<file path="src/rtl/rdi_pkg.sv">
// ----------------------------------------------------------------------------
// rdi_pkg: shared constants for the ray/disk intersection block
// Default field widths, queue depth and configuration register indexes.
// ----------------------------------------------------------------------------
package rdi_pkg;

  localparam int COORD_BITS_DEF = 32;
  localparam int FRAC_BITS_DEF  = 16;
  localparam int QUEUE_DEPTH    = 4;
  localparam int CFG_IDX_BITS   = 3;

  typedef enum logic [CFG_IDX_BITS-1:0] {
    REG_CENTER_X = 3'd0,
    REG_CENTER_Y = 3'd1,
    REG_CENTER_Z = 3'd2,
    REG_NORMAL_X = 3'd3,
    REG_NORMAL_Y = 3'd4,
    REG_NORMAL_Z = 3'd5,
    REG_RADIUS   = 3'd6,
    REG_EPSILON  = 3'd7
  } rdi_reg_e;

endpackage

</file>
<file path="src/rtl/rdi_queue.sv">
// ----------------------------------------------------------------------------
// rdi_queue: small request queue between front and back
// Register-based fifo with valid/ready on both sides.
// ----------------------------------------------------------------------------
module rdi_queue #(
  parameter int DW    = 8,
  parameter int DEPTH = rdi_pkg::QUEUE_DEPTH
) (
  input  logic          clk_i,
  input  logic          rst_ni,
  input  logic          push_valid_i,
  output logic          push_ready_o,
  input  logic [DW-1:0] push_data_i,
  output logic          pop_valid_o,
  input  logic          pop_ready_i,
  output logic [DW-1:0] pop_data_o
);
  localparam int PW = (DEPTH > 1) ? $clog2(DEPTH) : 1;
  localparam int CW = $clog2(DEPTH + 1);

  logic [DW-1:0] mem_q [DEPTH];
  logic [PW-1:0] wr_q, wr_d, rd_q, rd_d;
  logic [CW-1:0] cnt_q, cnt_d;
  logic          push, pop, full;

  assign full         = (cnt_q == CW'(DEPTH));
  assign push_ready_o = !full;
  assign pop_valid_o  = (cnt_q != '0);
  assign pop_data_o   = mem_q[rd_q];
  assign push         = push_valid_i && !full;
  assign pop          = pop_valid_o && pop_ready_i;

  always_comb begin
    wr_d  = wr_q;
    rd_d  = rd_q;
    cnt_d = cnt_q;
    if (push) begin
      wr_d = (wr_q == PW'(DEPTH - 1)) ? '0 : wr_q + 1'b1;
    end
    if (pop) begin
      rd_d = (rd_q == PW'(DEPTH - 1)) ? '0 : rd_q + 1'b1;
    end
    if (push && !pop) begin
      cnt_d = cnt_q + 1'b1;
    end else if (pop && !push) begin
      cnt_d = cnt_q - 1'b1;
    end
  end

  always_ff @(posedge clk_i or negedge rst_ni) begin
    if (!rst_ni) begin
      wr_q  <= '0;
      rd_q  <= '0;
      cnt_q <= '0;
    end else begin
      wr_q  <= wr_d;
      rd_q  <= rd_d;
      cnt_q <= cnt_d;
    end
  end

  always_ff @(posedge clk_i) begin
    if (push) begin
      mem_q[wr_q] <= push_data_i;
    end
  end

  a_no_overfill: assert property (@(posedge clk_i) disable iff (!rst_ni)
    cnt_q <= CW'(DEPTH))
    else $error("queue fill count beyond depth");
  a_pop_nonempty: assert property (@(posedge clk_i) disable iff (!rst_ni)
    pop |-> cnt_q != '0)
    else $error("pop from empty queue");

endmodule

</file>
<file path="config.mk">
export PLATFORM = sky130hd
export DESIGN_NAME = rdi_queue
export DESIGN_NICKNAME = d
export VERILOG_FILES = /design/src/rtl/rdi_pkg.sv /design/src/rtl/rdi_queue.sv
export SDC_FILE = /design/constraint.sdc
export NUM_CORES = 1
export LEC_CHECK = 0
export ABC_CLOCK_PERIOD_IN_PS = 4150
export BUFFER_PORTS_ARGS = -buffer_cell sky130_fd_sc_hd__buf_2
export CAP_MARGIN = 5
export CORE_ASPECT_RATIO = 2
export CORE_MARGIN = 2
export CORE_UTILIZATION = 49
export DETAILED_ROUTE_END_ITERATION = 8
export GPL_ROUTABILITY_DRIVEN = 0
export PLACE_DENSITY_LB_ADDON = 0.3
export SKIP_LAST_GASP = 1
export SYNTH_ARGS = -nofsm -noshare
export SYNTH_HDL_FRONTEND = slang
export SYNTH_SLANG_ARGS = --single-unit
</file>
<file path="constraint.sdc">
create_clock -name clk_i -period 4.15 [get_ports clk_i]
set_input_delay 0.6225 -clock clk_i [delete_from_list [all_inputs] [get_ports clk_i]]
set_output_delay 0.6225 -clock clk_i [all_outputs]
set_load 0.01 [all_outputs]
</file>
* After elaboration in Yosys (flattened, before gate mapping) *
Memories as Yosys holds them, arrays and structs flattened.
Index checks and enable logic that the tools add are counted.
Widths: inputs -> output; s select.

storage, ports and cells
  register bits after elaboration = 7
  bits in writable memories = 32
  word-level logic and storage cells = 26
  memories = 1

memory list
  name   depth  bits a word  read ports  clocked after memory_dff  write ports  RTL line         text
  mem_q  4      8            1           0                         1            rdi_queue.sv:21  logic [DW-1:0] mem_q [DEPTH];

cells by class
  add/sub/neg operators = 4
  equal/unequal tests = 3
  mux-type cells = 6
  reductions and logical operators = 9

operators with widths
  kind                 number
  $mux 3               2
  $add 2x1->2 const B  2
  $eq 2x2->1 const B   2
  $logic_and 1x1->1    4
  $mux 2               2
  $add 3x1->3 const B  1
  $eq 3x3->1 const B   1
  $logic_not 1->1      3
  $reduce_bool 3->1    1
  $sub 3x1->3 const B  1
  $mux 1               2
  $reduce_bool 2->1    1

* Depth between registers and ports, before layout *
  depth in word-level cells = 7
  depth in mapped cells = 8

* Worst setup path before layout *
Ideal clock, no wire load.

  path kind = register to register
  start = reg cnt_q[2]
  end = reg cnt_q[2]
  arrival time = 1.905 ns
  data required time = 4.071 ns
  setup slack = 2.166 ns
  cell stages (with the launch flop) = 9
  period minus slack after synthesis = 1.984 ns
  cell sequence = dfrtp_1 -> or3_4 -> nand2_4 -> ha_1 -> inv_1 -> fa_1 -> xor2_1 -> nor2_1 -> xor2_1

RTL lines
  element                                      RTL line         text
  start: declaration                           rdi_queue.sv:23  logic [CW-1:0] cnt_q, cnt_d;
  start signal: assignment                     rdi_queue.sv:58  cnt_q <= cnt_d;
  $reduce_bool 3->1 *                          rdi_queue.sv:28  assign pop_valid_o = (cnt_q != '0);
  via pop_valid_o                              rdi_queue.sv:14  output logic pop_valid_o,
  $logic_and 1x1->1 *                          rdi_queue.sv:31  assign pop = pop_valid_o && pop_ready_i;
  $logic_not 1->1                              rdi_queue.sv:43  if (push && !pop) begin
  $logic_and 1x1->1                            rdi_queue.sv:43
  $mux 3 or $reduce_bool 2->1 (tied branches)  -

Mark *: on every way through the listed nets, which the timed path passes. The rest lies on a longest branch. The select of a mux whose other input is x is not followed.
A chain may end at the register's enable or synchronous reset.

* Worst setup path in the final report *
  start = reg rd_q[0]
  end = out pop_data_o[1]

on the way
  longest elaborated chain between the ends = 1

ends and longest elaborated chain
  element                   RTL line         text
  start: declaration        rdi_queue.sv:22  logic [PW-1:0] wr_q, wr_d, rd_q, rd_d;
  start signal: assignment  rdi_queue.sv:57  rd_q <= rd_d;
  $mem_v2 4x8               -
  end: declaration          rdi_queue.sv:16  output logic [DW-1:0] pop_data_o

Every way passes these cells.

==> metrics.csv <==
metric,value,unit
h-tree-depth,2,
ir_worst_vdd,413,µV
wl,2370,µm
drt_first_pass_iters,4,
insertion_delay,280,ps
top_usage_layer,met2,
slowest_stage,dfrtp_1,
post_synth_num_cell_types,18,
core-area,0.00316,mm²
synth.cells.most_frequent,"edfxtp_1, mux4_2, dfrtp_1, ha_1",
syn_area,0.00160,mm²
synth_seq_cells,39,
finalPower,0.00131,W
synth_fp_nets,98,
start_util,0.507,
max_freq,0.426,GHz
critPathMaxStageDelay,720,ps
cts_resized,0,
r2r_slack,2070,ps
clk_pin_slew,70,ps
switching_share,0.292,
met1_usage,0.158,
placement.io_buffers,21,
endpoint_kind,primary output,
synth-xor-area-share,0.0164,
drive_gt1_frac,0.415,
dpl.cell_count,129,
finalSetupViolations,0,
yosys_warnings,0,
tns,0,ps
ant_nets,0,
seq_area_frac_synth,0.710,
cts_tree,built,
crit_required,3530,ps
synth_edf_count,32,
grt_overflow_total,0,
antenna_found_initial,0,
synthToLayoutAreaGrowth,15.2,%
vias_per_cell,5.58,
synth_area_leader_cell,edfxtp_1,
route.detailed.drc,0,
finClkSkew,4.96,ps
stdcell_area,0.00184,mm²
yosysTopAreaCellShare,0.601,
clockBufferDepth,2,
synth_top_family_by_area,multiplexers,
worst_slew_pin_slew,589,ps
wl_per_cell,17.3,µm
die_h,84.8,µm
instances_no_fill,137,
ys.flop_type,edfxtp_1,
dpl.hpwl,1750,µm
synthCells,79,
dpl-instance-area,0.00173,mm²
die_x,44.4,µm
synthAdderAreaFrac,0.0595,
ioPinCount,22,
ctsHoldBuffers,0,
path_class,register to primary output,
clkPwrFrac,0.225,
cp_max_fo,11,
cts.sinks,39,
use_met3,0.0409,
drt-initial-drc-count,18,
grt_max_degree,13,
synth-simple-area-share,0.0415,
cap_viol_max_count,0,
synth_mux_area_frac,0.153,
fin_util,0.583,
fillers,247,
synth-compound-area-share,0.00704,
cts_setup_buffers,0,
die_area,0.00376,mm²
p_leak,0.700,nW
period_needed,2350,ps
worstPathCellList,mux4_2 -> buf_2,
root_buffer,clkbuf_8,
hold_violations,0,
worstHoldPathType,input pin to asynchronous set/reset pin,
fin_crit_sh,0.565,
gr-usage-met2,0.275,
powerDensity,712,mW/mm²
grt_pass1_wl,3990,µm
slew_viol_final,0,
grt_pass1_vias,846,
p_sw,0.000383,W
p_int,0.000928,W
syn_avg_cell_area,20.2,µm²
status,"finished, final reports clean",
rsz0062_at_grt,no,
pwr-share-comb,0.302,
cp-start-kind,register,
core.rowCount,29,
max_slew_margin,0.608,
grt_usage,0.155,
cp.arrival,1720,ps
diodes,0,
synthArstFlopShare,0.179,
cts_buffers,5,
vias,764,
yosys-top-cells-area,"edfxtp_1, mux4_2, dfrtp_1",
yosysMostFrequentCell,edfxtp_1,
num-nets-final,124,
seq_power_share,0.474,
## through the flow
| stage | setup WS (ps) | hold slack (ps) |
|---|---|---|
| 2_1_floorplan | 2170 | 327 |
| 3_3_place_gp | 2050 | 464 |
| 3_5_place_dp | 1940 | 465 |
| 4_1_cts | 1750 | 160 |
| 5_1_grt | 1670 | 161 |
| 6_report | 1800 | 164 |
## critical path: cells and delay by family, from the launching register on
family / cells / cell delay, ps
flip-flops: 1 / 720
multiplexers: 1 / 580
buffers and inverters: 1 / 150
## power by group through the flow
stage               sequential [W]  combinational (W)  clock [W]
CTS                       0.000626           0.000408   0.000302
global placement          0.000628           0.000388          0
detailed placement        0.000634           0.000405          0
finish                    0.000621           0.000395   0.000295
floorplan                 0.000575           0.000330          0
global route              0.000639           0.000442   0.000318
## kinds of logic (layout without fill, tap and decap cells)
group                    Yosys count  after routing
AO/OA/AOI/OAI                      1              1
XOR/XNOR                           3              3
adder cells (fa/ha/maj)            7              7
buffers and inverters              5             32
flip-flops                        39             39
multiplexers                      13             13
AND/OR/NAND/NOR                   11             11
## sequential cells by signal (all words and copies together) (netlist names)
signal and flops:
cnt_q 3, mem_q 32, wr_q 2, rd_q 2
## final timing paths
path,startpoint,to,depth (start not counted)
min,rst_ni,cnt_q[0],1
max in group asynchronous,rst_ni,rd_q[1],1
max reg2reg,cnt_q[2],cnt_q[2],8
max,rd_q[0],pop_data_o[1],2
min reg2reg,cnt_q[2],cnt_q[2],1
min in group clk_i,cnt_q[2],cnt_q[2],1
## placed cells by master, fill, tap and decap left out
cell type  count
clkbuf_8       5
clkinv_2       1
dfrtp_1        7
fa_1           1
edfxtp_1      32
and2_1         4
mux2_2         3
clkinv_1       1
or3_4          1
bufinv_16      1
nor2_1         4
inv_1          3
buf_2         21
nand2_4        1
ha_1           6
nand2_1        1
xnor2_1        1
a21boi_2       1
mux4_2         8
mux2_4         2
xor2_1         2
## layout make-up
cell class                 instances  area (µm²)  area share
multi-input combinational         35         443       0.240
tap                               31        38.8      0.0211
timing repair buffer              21         105      0.0571
inverter                           3        11.3     0.00611
clock inverter                     3        38.8      0.0211
clock buffer                       5        68.8      0.0374
sequential                        39        1140       0.617
## layer usage
metal,routed length (µm),share of wire
met5,0,0
met4,55,0.023
met1,829,0.35
met2,1400,0.59
met3,85,0.036
Note: power is estimated with default switching activity, not from simulation.
